==> src/hw/rtl/kpc_pkg.sv <==
// ----------------------------------------------------------------------------
// kpc_pkg
// shared types, constants and helpers of the keyed polybius square codec
// ----------------------------------------------------------------------------
package kpc_pkg;

    localparam int GRID_SIDE   = 5;
    localparam int GRID_CELLS  = GRID_SIDE * GRID_SIDE;
    localparam int CELL_IDX_W  = $clog2(GRID_CELLS);
    localparam int SIDE_W      = $clog2(GRID_SIDE);
    localparam int CHAR_W      = 8;
    localparam int CFG_ADDR_W  = 3;
    localparam int CFG_DATA_W  = 64;
    localparam int KEY_BYTES   = CFG_DATA_W / CHAR_W;
    localparam int QUEUE_DEPTH = 2;

    localparam logic [CHAR_W-1:0] CHAR_ZERO    = 8'h30;
    localparam logic [CHAR_W-1:0] CHAR_ONE     = 8'h31;
    localparam logic [CHAR_W-1:0] CHAR_NINE    = 8'h39;
    localparam logic [CHAR_W-1:0] CHAR_LOWER_A = 8'h61;
    localparam logic [CHAR_W-1:0] CHAR_LOWER_Z = 8'h7a;
    localparam logic [CHAR_W-1:0] CASE_OFFSET  = 8'h20;

    typedef enum logic [CFG_ADDR_W-1:0] {
        CFG_KEY_FIRST    = 3'd0,
        CFG_KEY_SECOND   = 3'd1,
        CFG_KEY_THIRD    = 3'd2,
        CFG_KEY_FINAL    = 3'd3,
        CFG_DECRYPT_MODE = 3'd4
    } kpc_cfg_idx_t;

    // one queued job: one or two result bytes of one input transfer
    typedef struct packed {
        logic              two;
        logic [CHAR_W-1:0] first_char;
        logic [CHAR_W-1:0] second_char;
        logic              pair_err;
        logic              eom;
    } kpc_job_t;

    typedef struct packed {
        logic full;
        logic not_empty;
    } kpc_queue_stat_t;

    function automatic logic [CHAR_W-1:0] upcase(input logic [CHAR_W-1:0] c);
        if (c >= CHAR_LOWER_A && c <= CHAR_LOWER_Z) begin
            return c - CASE_OFFSET;
        end
        return c;
    endfunction

    function automatic logic is_digit(input logic [CHAR_W-1:0] c);
        return (c >= CHAR_ZERO) && (c <= CHAR_NINE);
    endfunction

endpackage

==> src/hw/rtl/kpc_front.sv <==
// ----------------------------------------------------------------------------
// kpc_front
// config registers, input acceptance and classification of each byte into
// a job of one or two result bytes
// ----------------------------------------------------------------------------
module kpc_front (
    input  logic                                aclk,
    input  logic                                aresetn,
    input  logic                                cfg_we,
    input  logic [kpc_pkg::CFG_ADDR_W-1:0]      cfg_addr,
    input  logic [kpc_pkg::CFG_DATA_W-1:0]      cfg_wdata,
    input  logic                                s_tvalid,
    output logic                                s_tready,
    input  logic [kpc_pkg::CHAR_W-1:0]          s_tdata,
    input  logic                                s_tlast,
    input  kpc_pkg::kpc_queue_stat_t            q_stat,
    output logic                                q_push,
    output kpc_pkg::kpc_job_t                   q_job
);

    logic [kpc_pkg::CHAR_W-1:0] key_cells_reg [kpc_pkg::GRID_CELLS];
    logic [kpc_pkg::CHAR_W-1:0] key_cells_next [kpc_pkg::GRID_CELLS];
    logic                       decrypt_mode_reg, decrypt_mode_next;
    logic                       digit_held_reg, digit_held_next;
    logic [kpc_pkg::CHAR_W-1:0] held_digit_reg, held_digit_next;

    logic                       accept;
    logic [kpc_pkg::CHAR_W-1:0] up_char;
    logic                       hit;
    logic [kpc_pkg::SIDE_W-1:0] hit_row, hit_col;
    logic [kpc_pkg::CHAR_W-1:0] row_off, col_off;
    logic                       pair_in_grid;
    logic [kpc_pkg::CELL_IDX_W-1:0] pair_idx;
    logic                       in_digit;
    logic                       hold_now;

    assign s_tready = !q_stat.full;
    assign accept   = s_tvalid && s_tready;
    assign in_digit = kpc_pkg::is_digit(s_tdata);
    assign hold_now = decrypt_mode_reg && !digit_held_reg && in_digit && !s_tlast;
    assign q_push   = accept && !hold_now;

    // grid search, later position wins
    always_comb begin
        up_char = kpc_pkg::upcase(s_tdata);
        hit     = 1'b0;
        hit_row = '0;
        hit_col = '0;
        for (int r = 0; r < kpc_pkg::GRID_SIDE; r++) begin
            for (int c = 0; c < kpc_pkg::GRID_SIDE; c++) begin
                if (kpc_pkg::upcase(key_cells_reg[r*kpc_pkg::GRID_SIDE + c]) == up_char) begin
                    hit     = 1'b1;
                    hit_row = kpc_pkg::SIDE_W'(r);
                    hit_col = kpc_pkg::SIDE_W'(c);
                end
            end
        end
    end

    // digit pair to cell index
    always_comb begin
        row_off      = held_digit_reg - kpc_pkg::CHAR_ONE;
        col_off      = s_tdata - kpc_pkg::CHAR_ONE;
        pair_in_grid = (row_off < kpc_pkg::CHAR_W'(kpc_pkg::GRID_SIDE))
                    && (col_off < kpc_pkg::CHAR_W'(kpc_pkg::GRID_SIDE));
        pair_idx     = kpc_pkg::CELL_IDX_W'(row_off[kpc_pkg::SIDE_W-1:0])
                     * kpc_pkg::CELL_IDX_W'(kpc_pkg::GRID_SIDE)
                     + kpc_pkg::CELL_IDX_W'(col_off[kpc_pkg::SIDE_W-1:0]);
    end

    // job contents
    always_comb begin
        q_job.two         = 1'b0;
        q_job.first_char  = s_tdata;
        q_job.second_char = s_tdata;
        q_job.pair_err    = 1'b0;
        q_job.eom         = s_tlast;
        if (!decrypt_mode_reg) begin
            if (hit) begin
                q_job.two         = 1'b1;
                q_job.first_char  = kpc_pkg::CHAR_ONE + kpc_pkg::CHAR_W'(hit_row);
                q_job.second_char = kpc_pkg::CHAR_ONE + kpc_pkg::CHAR_W'(hit_col);
            end
        end else if (digit_held_reg) begin
            if (in_digit) begin
                if (pair_in_grid) begin
                    q_job.first_char = kpc_pkg::upcase(key_cells_reg[pair_idx]);
                end else begin
                    q_job.first_char = '0;
                    q_job.pair_err   = 1'b1;
                end
            end else begin
                q_job.two        = 1'b1;
                q_job.first_char = held_digit_reg;
            end
        end
    end

    // config writes and held digit
    always_comb begin
        key_cells_next    = key_cells_reg;
        decrypt_mode_next = decrypt_mode_reg;
        digit_held_next   = digit_held_reg;
        held_digit_next   = held_digit_reg;
        if (accept && decrypt_mode_reg) begin
            if (digit_held_reg) begin
                digit_held_next = 1'b0;
                held_digit_next = '0;
            end else if (hold_now) begin
                digit_held_next = 1'b1;
                held_digit_next = s_tdata;
            end
        end
        if (cfg_we) begin
            unique case (kpc_pkg::kpc_cfg_idx_t'(cfg_addr))
                kpc_pkg::CFG_KEY_FIRST, kpc_pkg::CFG_KEY_SECOND,
                kpc_pkg::CFG_KEY_THIRD: begin
                    for (int j = 0; j < kpc_pkg::GRID_CELLS - 1; j++) begin
                        if (cfg_addr == kpc_pkg::CFG_ADDR_W'(j / kpc_pkg::KEY_BYTES)) begin
                            key_cells_next[j] =
                                cfg_wdata[(j % kpc_pkg::KEY_BYTES)*kpc_pkg::CHAR_W +:
                                          kpc_pkg::CHAR_W];
                        end
                    end
                end
                kpc_pkg::CFG_KEY_FINAL: begin
                    key_cells_next[kpc_pkg::GRID_CELLS-1] = cfg_wdata[kpc_pkg::CHAR_W-1:0];
                end
                kpc_pkg::CFG_DECRYPT_MODE: begin
                    decrypt_mode_next = cfg_wdata[0];
                    digit_held_next   = 1'b0;
                    held_digit_next   = '0;
                end
                default: begin
                end
            endcase
        end
    end

    always_ff @(posedge aclk) begin
        if (!aresetn) begin
            for (int j = 0; j < kpc_pkg::GRID_CELLS; j++) begin
                key_cells_reg[j] <= '0;
            end
            decrypt_mode_reg <= 1'b0;
            digit_held_reg   <= 1'b0;
            held_digit_reg   <= '0;
        end else begin
            key_cells_reg    <= key_cells_next;
            decrypt_mode_reg <= decrypt_mode_next;
            digit_held_reg   <= digit_held_next;
            held_digit_reg   <= held_digit_next;
        end
    end

endmodule

==> src/hw/rtl/kpc_queue.sv <==
// ----------------------------------------------------------------------------
// kpc_queue
// short job queue between the front and back parts
// ----------------------------------------------------------------------------
module kpc_queue #(
    parameter int DEPTH = kpc_pkg::QUEUE_DEPTH
) (
    input  logic                     aclk,
    input  logic                     aresetn,
    input  logic                     push,
    input  kpc_pkg::kpc_job_t        push_job,
    input  logic                     pop,
    output kpc_pkg::kpc_job_t        head_job,
    output kpc_pkg::kpc_queue_stat_t stat
);

    localparam int PTR_W = (DEPTH > 1) ? $clog2(DEPTH) : 1;
    localparam int CNT_W = $clog2(DEPTH + 1);

    kpc_pkg::kpc_job_t entries_reg [DEPTH];
    logic [PTR_W-1:0]  wr_ptr_reg, wr_ptr_next;
    logic [PTR_W-1:0]  rd_ptr_reg, rd_ptr_next;
    logic [CNT_W-1:0]  count_reg, count_next;
    logic              do_push, do_pop;

    assign stat.full      = (count_reg == CNT_W'(DEPTH));
    assign stat.not_empty = (count_reg != '0);
    assign do_push        = push && !stat.full;
    assign do_pop         = pop && stat.not_empty;
    assign head_job       = entries_reg[rd_ptr_reg];

    always_comb begin
        wr_ptr_next = wr_ptr_reg;
        rd_ptr_next = rd_ptr_reg;
        count_next  = count_reg;
        if (do_push) begin
            wr_ptr_next = (wr_ptr_reg == PTR_W'(DEPTH - 1)) ? '0 : wr_ptr_reg + 1'b1;
        end
        if (do_pop) begin
            rd_ptr_next = (rd_ptr_reg == PTR_W'(DEPTH - 1)) ? '0 : rd_ptr_reg + 1'b1;
        end
        if (do_push && !do_pop) begin
            count_next = count_reg + 1'b1;
        end else if (do_pop && !do_push) begin
            count_next = count_reg - 1'b1;
        end
    end

    always_ff @(posedge aclk) begin
        if (!aresetn) begin
            wr_ptr_reg <= '0;
            rd_ptr_reg <= '0;
            count_reg  <= '0;
        end else begin
            wr_ptr_reg <= wr_ptr_next;
            rd_ptr_reg <= rd_ptr_next;
            count_reg  <= count_next;
        end
    end

    always_ff @(posedge aclk) begin
        if (do_push) begin
            entries_reg[wr_ptr_reg] <= push_job;
        end
    end

endmodule

==> src/hw/rtl/kpc_back.sv <==
// ----------------------------------------------------------------------------
// kpc_back
// unpacks queued jobs into result transfers through an output register
// ----------------------------------------------------------------------------
module kpc_back (
    input  logic                       aclk,
    input  logic                       aresetn,
    input  kpc_pkg::kpc_queue_stat_t   q_stat,
    input  kpc_pkg::kpc_job_t          q_job,
    output logic                       q_pop,
    output logic                       m_tvalid,
    input  logic                       m_tready,
    output logic [kpc_pkg::CHAR_W-1:0] m_tdata,
    output logic                       m_tlast,
    output logic [1:0]                 m_tuser
);

    logic                       phase_reg, phase_next;
    logic                       valid_reg, valid_next;
    logic [kpc_pkg::CHAR_W-1:0] data_reg, data_next;
    logic                       run_last_reg, run_last_next;
    logic                       done_reg, done_next;
    logic                       err_reg, err_next;
    logic                       load;

    assign load = q_stat.not_empty && (!valid_reg || m_tready);

    always_comb begin
        phase_next    = phase_reg;
        valid_next    = valid_reg;
        data_next     = data_reg;
        run_last_next = run_last_reg;
        done_next     = done_reg;
        err_next      = err_reg;
        q_pop         = 1'b0;
        if (load) begin
            valid_next = 1'b1;
            if (!phase_reg && q_job.two) begin
                data_next     = q_job.first_char;
                run_last_next = 1'b0;
                done_next     = 1'b0;
                err_next      = 1'b0;
                phase_next    = 1'b1;
            end else begin
                data_next     = phase_reg ? q_job.second_char : q_job.first_char;
                run_last_next = 1'b1;
                done_next     = q_job.eom;
                err_next      = phase_reg ? 1'b0 : q_job.pair_err;
                phase_next    = 1'b0;
                q_pop         = 1'b1;
            end
        end else if (m_tready) begin
            valid_next = 1'b0;
        end
    end

    always_ff @(posedge aclk) begin
        if (!aresetn) begin
            phase_reg <= 1'b0;
            valid_reg <= 1'b0;
        end else begin
            phase_reg <= phase_next;
            valid_reg <= valid_next;
        end
    end

    always_ff @(posedge aclk) begin
        data_reg     <= data_next;
        run_last_reg <= run_last_next;
        done_reg     <= done_next;
        err_reg      <= err_next;
    end

    assign m_tvalid = valid_reg;
    assign m_tdata  = data_reg;
    assign m_tlast  = done_reg;
    assign m_tuser  = {err_reg, run_last_reg};

endmodule

==> src/hw/rtl/keyed_polybius_square_codec_top.sv <==
// ----------------------------------------------------------------------------
// keyed_polybius_square_codec_top
// keyed 5x5 polybius square encoder and decoder on a byte stream
// ----------------------------------------------------------------------------
// The block takes one byte per cycle while the job queue is not full and
// hands out one result per cycle while the receiver is ready. An encrypted
// grid character gives two digits and so holds the single result port
// longer than a byte that gives one result. A first digit in decrypt mode
// that does not end the message gives no result. The first result of a
// byte passes through the job queue and then the output register; the job
// queue between the classifier and the output register decides how far the
// two sides may drift before the input side stalls. The user must write the
// key and mode registers only while idle; the block does not enforce this.
module keyed_polybius_square_codec_top #(
    parameter int QUEUE_DEPTH = kpc_pkg::QUEUE_DEPTH
) (
    input  logic                           aclk,
    input  logic                           aresetn,
    input  logic                           cfg_we,
    input  logic [kpc_pkg::CFG_ADDR_W-1:0] cfg_addr,
    input  logic [kpc_pkg::CFG_DATA_W-1:0] cfg_wdata,
    input  logic                           s_tvalid,
    output logic                           s_tready,
    input  logic [7:0]                     s_tdata,   // [7:0] char_in
    input  logic                           s_tlast,
    output logic                           m_tvalid,
    input  logic                           m_tready,
    output logic [7:0]                     m_tdata,   // [7:0] char_out
    output logic                           m_tlast,
    output logic [1:0]                     m_tuser    // [0] last_of_run, [1] pair_error
);

    kpc_pkg::kpc_queue_stat_t q_stat;
    kpc_pkg::kpc_job_t        push_job, head_job;
    logic                     q_push, q_pop;

    kpc_front u_front (
        .aclk      (aclk),
        .aresetn   (aresetn),
        .cfg_we    (cfg_we),
        .cfg_addr  (cfg_addr),
        .cfg_wdata (cfg_wdata),
        .s_tvalid  (s_tvalid),
        .s_tready  (s_tready),
        .s_tdata   (s_tdata),
        .s_tlast   (s_tlast),
        .q_stat    (q_stat),
        .q_push    (q_push),
        .q_job     (push_job)
    );

    kpc_queue #(
        .DEPTH (QUEUE_DEPTH)
    ) u_queue (
        .aclk     (aclk),
        .aresetn  (aresetn),
        .push     (q_push),
        .push_job (push_job),
        .pop      (q_pop),
        .head_job (head_job),
        .stat     (q_stat)
    );

    kpc_back u_back (
        .aclk     (aclk),
        .aresetn  (aresetn),
        .q_stat   (q_stat),
        .q_job    (head_job),
        .q_pop    (q_pop),
        .m_tvalid (m_tvalid),
        .m_tready (m_tready),
        .m_tdata  (m_tdata),
        .m_tlast  (m_tlast),
        .m_tuser  (m_tuser)
    );

endmodule

==> config.mk <==
export PLATFORM = sky130hd
export DESIGN_NAME = keyed_polybius_square_codec_top
export DESIGN_NICKNAME = d
export VERILOG_FILES = /design/src/hw/rtl/kpc_pkg.sv /design/src/hw/rtl/kpc_front.sv /design/src/hw/rtl/kpc_queue.sv /design/src/hw/rtl/kpc_back.sv /design/src/hw/rtl/keyed_polybius_square_codec_top.sv
export SDC_FILE = /design/constraint.sdc
export NUM_CORES = 1
export LEC_CHECK = 0
export CAP_MARGIN = 25
export CELL_PAD_IN_SITES_DETAIL_PLACEMENT = 0
export CELL_PAD_IN_SITES_GLOBAL_PLACEMENT = 1
export CORE_AREA = 2 2 251 228
export CTS_BUF_LIST = sky130_fd_sc_hd__clkbuf_16
export CTS_CLUSTER_SIZE = 40
export DETAILED_ROUTE_END_ITERATION = 8
export DIE_AREA = 0 0 253 230
export DONT_BUFFER_PORTS = 1
export PLACE_DENSITY_LB_ADDON = 0.05
export SYNTH_ARGS = -nofsm -noshare
export SYNTH_HDL_FRONTEND = slang
export SYNTH_SLANG_ARGS = --single-unit
==> constraint.sdc <==
create_clock -name aclk -period 4.67 [get_ports aclk]
set_clock_uncertainty 0.1 [all_clocks]
set_input_delay 0 -clock aclk [delete_from_list [all_inputs] [get_ports aclk]]
set_output_delay 0 -clock aclk [all_outputs]
set_load 0.1 [all_outputs]
Word-level counts from Yosys, hierarchy flattened. Memory sizes are Yosys's and may differ from the RTL's. A register that Yosys moved wholly into a read port is not among the register bits. Cells that the tools add are included.

Register bits: 227. Bits in writable memories: 38. Input bits: 81. Word-level logic and storage cells: 419. Memories kept: 1. Output and inout port bits: 13.

Reduce and logical (&&, ||, !) cells: 61. Multiplexer cells: 193. Add/sub/neg operators: 36. Eq/ne operators: 30. Bitwise gates (word level): 1. Order comparisons: 59. Multiply operators: 1.

Memory list: u_queue.entries_reg (depth 2, bits a word 19, read ports 1, clocked after Yosys merged registers in 1, write ports 1, RTL line kpc_queue.sv:20) `kpc_pkg::kpc_job_t entries_reg [DEPTH];`.

Operators by type and width (count): two-way mux 8 bit (66); subtractor 8 x 6 -> 8 bit (second input constant) (29); greater-or-equal comparator 8 x 7 -> 1 bit (second input constant) (27); less-or-equal comparator 8 x 7 -> 1 bit (second input constant) (27); == test 8 bit (25); two-way mux 1 bit (83); two-way mux 3 bit (26); logical AND 1 bit (41); binary-select mux 8 bit (select 5 bit) (1); two-way mux 2 bit (14); two-way mux 9 bit (2); two-way mux 17 bit (1); less-than comparator 8 x 3 -> 1 bit (second input constant) (2); adder 6 x 3 -> 7 bit (first input constant) (2); AND reduction 3 bit (3); greater-or-equal comparator 8 x 6 -> 1 bit (second input constant) (1); less-or-equal comparator 8 x 6 -> 1 bit (second input constant) (1); zero test 1 bit (8); == test 3 x 2 -> 1 bit (second input constant) (2); greater-or-equal comparator 6 bit (second input constant) (1); inverter 5 -> 6 bit (1); nonzero test 2 bit (3); adder 5 x 3 -> 5 bit (1); multiplier 3 x 3 -> 5 bit (second input constant) (1); 11 further kinds (13).

Depth between registers and ports, before layout.
Depth in word-level cells: 32. Mapped depth: 21. Mapped depth without buffers: 17.

Cells and area by module. Synthesis repeated with hierarchy kept, for this count alone.

Cells, all modules: 2048. Area, all modules: 17636.9 um^2.

By module, submodules not included: kpc_front (seq. area each 4204.0 um^2, cells an instance 1927, area each 15472.3 um^2, times used 1); kpc_queue (seq. area each 1241.2 um^2, cells an instance 84, area each 1604.0 um^2, times used 1); kpc_back (seq. area each 370.4 um^2, cells an instance 37, area each 560.5 um^2, times used 1).

Worst setup path before layout. OpenSTA, ideal clock, no wires.

Kind: in2reg. Start: input s_tdata[0]. End: memory u_queue.entries_reg[0][16] (netlist bit) (data pin). Library setup time: 0.273 ns. Buffers on the path: 4. Stages on the path: 18. Path slack: -0.512 ns. Arrival: 4.809 ns. Data required time: 4.297 ns. Path through: buf_2 -> buf_1 -> clkbuf_1 -> inv_1 -> ha_1 -> xnor2_1 -> inv_1 -> ha_1 -> fa_1 -> xor2_1 -> clkbuf_1 -> mux4_2 -> o21ai_0 -> nor3_1 -> a311oi_1 -> a211oi_1 -> nor2_1 -> o32ai_2.

RTL lines: start, declared (RTL line keyed_polybius_square_codec_top.sv:24) `input logic [7:0] s_tdata,`; end, declared (RTL line kpc_queue.sv:20).

==> flow_metrics.py <==
metrics = {
    "status": {
        "status": "finished, violations left",
        "violations_in_the_final_reports": "negative hold slack",
    },
    "drt": {
        "drt_first_iter_violations": 1231,
        "wire_per_inst_um": 25.17,
        "final_antenna_net_count": 0,
        "totalWireLength_um": 71090,
        "detail_route.drc_violations": 0,
        "drt-pass1-iter-count": 7,
        "via_per_inst": 5.520,
        "routed-via-count": 15590,
    },
    "timing": {
        "worst-slew-pin-transition_ns": 1.037,
        "number_of_hold_slack_violations_in_the_final_timing_report": 3,
        "drv_slew": 0,
        "fmax_mhz": 224.1,
        "totalNegativeSetupSlack_ns": 0,
        "finalWorstPathRequiredPeriod_ns": 4.463,
        "grt_setup_unrepaired": "false",
        "setup_violations": 0,
        "holdWs_ns": -0.007904,
        "timing.slew.headroom_pct": 30.85,
        "fin_crit_sh_pct": 95.57,
    },
    "clock_network": {
        "cts_max_level": 1,
        "worstSkewPairLatency_ns": 0.58,
        "max_clock_buf_depth": 3,
        "clkTransAtPathRegs_ns": 0.06,
        "root_buffer": "clkbuf_16",
        "cts_tree": "yes",
        "tritoncts.num_buffers": 31,
        "cts.sinks": 266,
    },
    "grt": {
        "track_usage_pct": 24.36,
        "wire_length_of_the_first_global_routing_pass_um": 105000,
        "grt_start_max_net_pins": 204,
        "antenna_found_initial": 6,
        "first_global_vias": 14860,
        "grt-ovfl-total": 0,
    },
    "min_path": {
        "worstHoldPathType": "in -> reg",
    },
    "pwr": {
        "vdd.ir_drop.worst_mv": 0.2596,
        "power_per_cell_area_nw_per_um2": 314.4,
        "power_leakage_uw": 0.006837,
    },
    "synthesis": {
        "yosys_warns": 0,
        "synth-async-reset-ratio_pct": 0,
        "net_count_synth": 2147,
        "post_synth_instance_area_um2": 17610,
        "synth-edff-count": 49,
        "unique_cell_type_count_in_the_yosys_netlist": 94,
        "yosysSeqAreaShare_pct": 33.03,
        "synth_top_flop_cell": "dfxtp_1",
        "synth_area_per_cell_um2": 8.712,
        "netlist_instances": 2021,
        "synth-seq-cells": 266,
    },
    "finish": {
        "flow.area_growth_from_synthesis_pct": 16.60,
        "nNetsFinal": 2217,
        "antenna_cells": 0,
        "postLayoutCoreUtil_pct": 37.06,
        "flip_flop_count_of_the_largest_register_after_layout": 200,
        "fill_cell_total_of_the_finished_layout": 5692,
        "layout-drive-gt1-share_pct": 10.90,
    },
    "die": {
        "die_w_um": 253,
        "die_height_um": 230,
        "placement_rows": 82,
        "initial_utilization_pct": 31.78,
        "floorplan.die_area_um2": 58190,
        "num_io_pins": 94,
        "placeableCoreArea_um2": 55400,
    },
    "setup_path": {
        "worst_setup_path_start_kind": "flop",
        "class_of_the_most_critical_setup_path": "reg -> reg",
        "critPathMaxFanout": 5,
        "critical_path_arrival_ns": 4.76,
        "critical_path.endpoint_type": "flop",
        "worst_ep_required_time_ns": 4.97,
    },
    "place": {
        "place_hpwl_um": 51340,
        "routabilityCongestion": 0.9046,
        "place.port_buffers": 0,
    },
    "flow_run": {
        "drv_cap": 0,
    },
}
## metrics by stage
stage	total power, uW	setup WS (ns)	cells	area (um2)
after CTS	6532	0.01308	2821	20460
after floorplan	3793	0.01170	2021	17630
after detailed placement	4039	0.03267	2673	18530
final	6455	0.2069	2824	20530
after global routing	6736	0.01420	2824	20530
after global placement	4023	0.05428	2672	18520
## layout make-up
type | count | area [um2] | area share (%)
Clock buffer | 31 | 775.7 | 3.779
Clock inverter | 21 | 175.2 | 0.8532
Multi-Input combinational cell | 1556 | 11040 | 53.77
Timing Repair Buffer | 163 | 1556 | 7.582
Inverter | 73 | 274.0 | 1.335
Sequential cell | 266 | 5816 | 28.33
Tap cell | 714 | 893.4 | 4.352
## layer usage
metal | track usage, % | routed length [um]
met2 | 37.10 | 30570
met4 | 5.085 | 1576
met3 | 2.819 | 3913
met1 | 36.75 | 34990
met5 | 0 | 39
## worst max-delay path, cell delays in order (launching register included)
cell and delay [ns]:
dfxtp_1 0.42, or3_1 0.41, o221ai_1 0.56, o2111a_1 0.25, o22ai_1 0.09, a2111oi_2 0.47, a21oi_1 0.14, o221ai_1 0.17
nor2_1 0.06, a221oi_1 0.54, buf_4 0.22, a21o_1 0.08, ha_1 0.15, nand2_1 0.06, or4_1 0.41, o211ai_1 0.13
## path summary, 6_finish.rpt
| path | start | to | slack [ns] | cells after the start |
|---|---|---|---|---|
| hold / removal | cfg_addr[0] | u_front.key_cells_reg[133] | -0.008 | 4 |
| setup / recovery | u_front.key_cells_reg[104] | u_queue.entries_reg[0][4] | 0.21 | 15 |
| setup reg to reg | u_front.key_cells_reg[104] | u_queue.entries_reg[0][4] | 0.21 | 15 |
| hold reg to reg | u_front.held_digit_reg[7] | u_front.held_digit_reg[7] | 0.40 | 1 |
## Yosys cell counts (all sizes together) (5+ instances only)
cell type | number | share of area [%]
inv | 72 | 1.5
and3 | 6 | 0.21
nor2b | 9 | 0.32
o221ai | 12 | 0.60
nor3 | 56 | 1.6
o21bai | 16 | 0.68
nor4b | 10 | 0.64
or4 | 12 | 0.51
a211oi | 7 | 0.30
nand3 | 48 | 1.4
nor4 | 14 | 0.64
o22ai | 13 | 0.46
or2 | 9 | 0.32
o41ai | 5 | 0.33
o211ai | 21 | 1.1
and2 | 10 | 0.36
mux4 | 64 | 8.2
a21o | 5 | 0.21
dfxtp | 217 | 25
o31ai | 19 | 0.81
o2bb2ai | 15 | 0.75
mux2i | 20 | 1.1
or3 | 11 | 0.39
o2111ai | 6 | 0.33
xnor2 | 114 | 5.7
nor2 | 62 | 1.5
nand3b | 13 | 0.55
clkbuf | 86 | 1.8
nand4 | 8 | 0.28
xor2 | 79 | 4.0
o21ai | 40 | 1.1
a22oi | 7 | 0.30
edfxtp | 49 | 8.4
nand2b | 6 | 0.21
a21boi | 201 | 8.6
ha | 44 | 3.1
nand2 | 472 | 10
a31oi | 12 | 0.51
a21oi | 51 | 1.5
buf | 40 | 1.4
## logic make-up after synthesis
kind of cell | after synthesis | synth area share (%)
AOI/OAI and AO/OA | 475 | 20.25
xor gates and xnor gates | 193 | 9.686
adders and majority gates | 45 | 3.240
buffers and inverters | 199 | 4.754
DFF | 266 | 33.03
muxes | 86 | 9.451
and+or+nand+nor | 757 | 19.59
## placed cells by master (no fill, tap or decap), types with 9 or more instances in the layout
cell type      netlist  routed
nand3_1             47      47
nor4_1              10      10
buf_4                7      61
ha_1                44      42
dfxtp_1            217     217
o22ai_1             13      13
clkbuf_16            0      31
o21bai_1            16      16
nor2_1              60      59
dlygate4sd3_1        0      95
xor2_1              78      77
nand2_1            470     469
inv_1               71      77
a21boi_0           201     201
o211ai_1            18      18
xnor2_1            113     113
o221ai_1            12      12
nand3b_1            13      13
edfxtp_1            49      49
or4_1               12      12
mux4_2              64      64
or3_1               11      11
o2bb2ai_1           15      15
a31oi_1             11      11
nor2b_1              9       9
nor3_1              56      56
a21oi_1             48      48
o21ai_0             38      37
mux2i_1             20      16
o31ai_1             19      19
## where the power goes
part,internal [uW],switching [uW]
clock,1350,984
combinational,502,594
sequential,2540,487
total,4390,2060
## what timing repair did
item                                   CTS  global route
gates resized for setup                  0             7
buffers inserted                         0             3
endpoints found under the hold margin  266             0
hold buffers                            96             0
setup endpoints to repair                0             6
(Power assumes the default switching activity.)
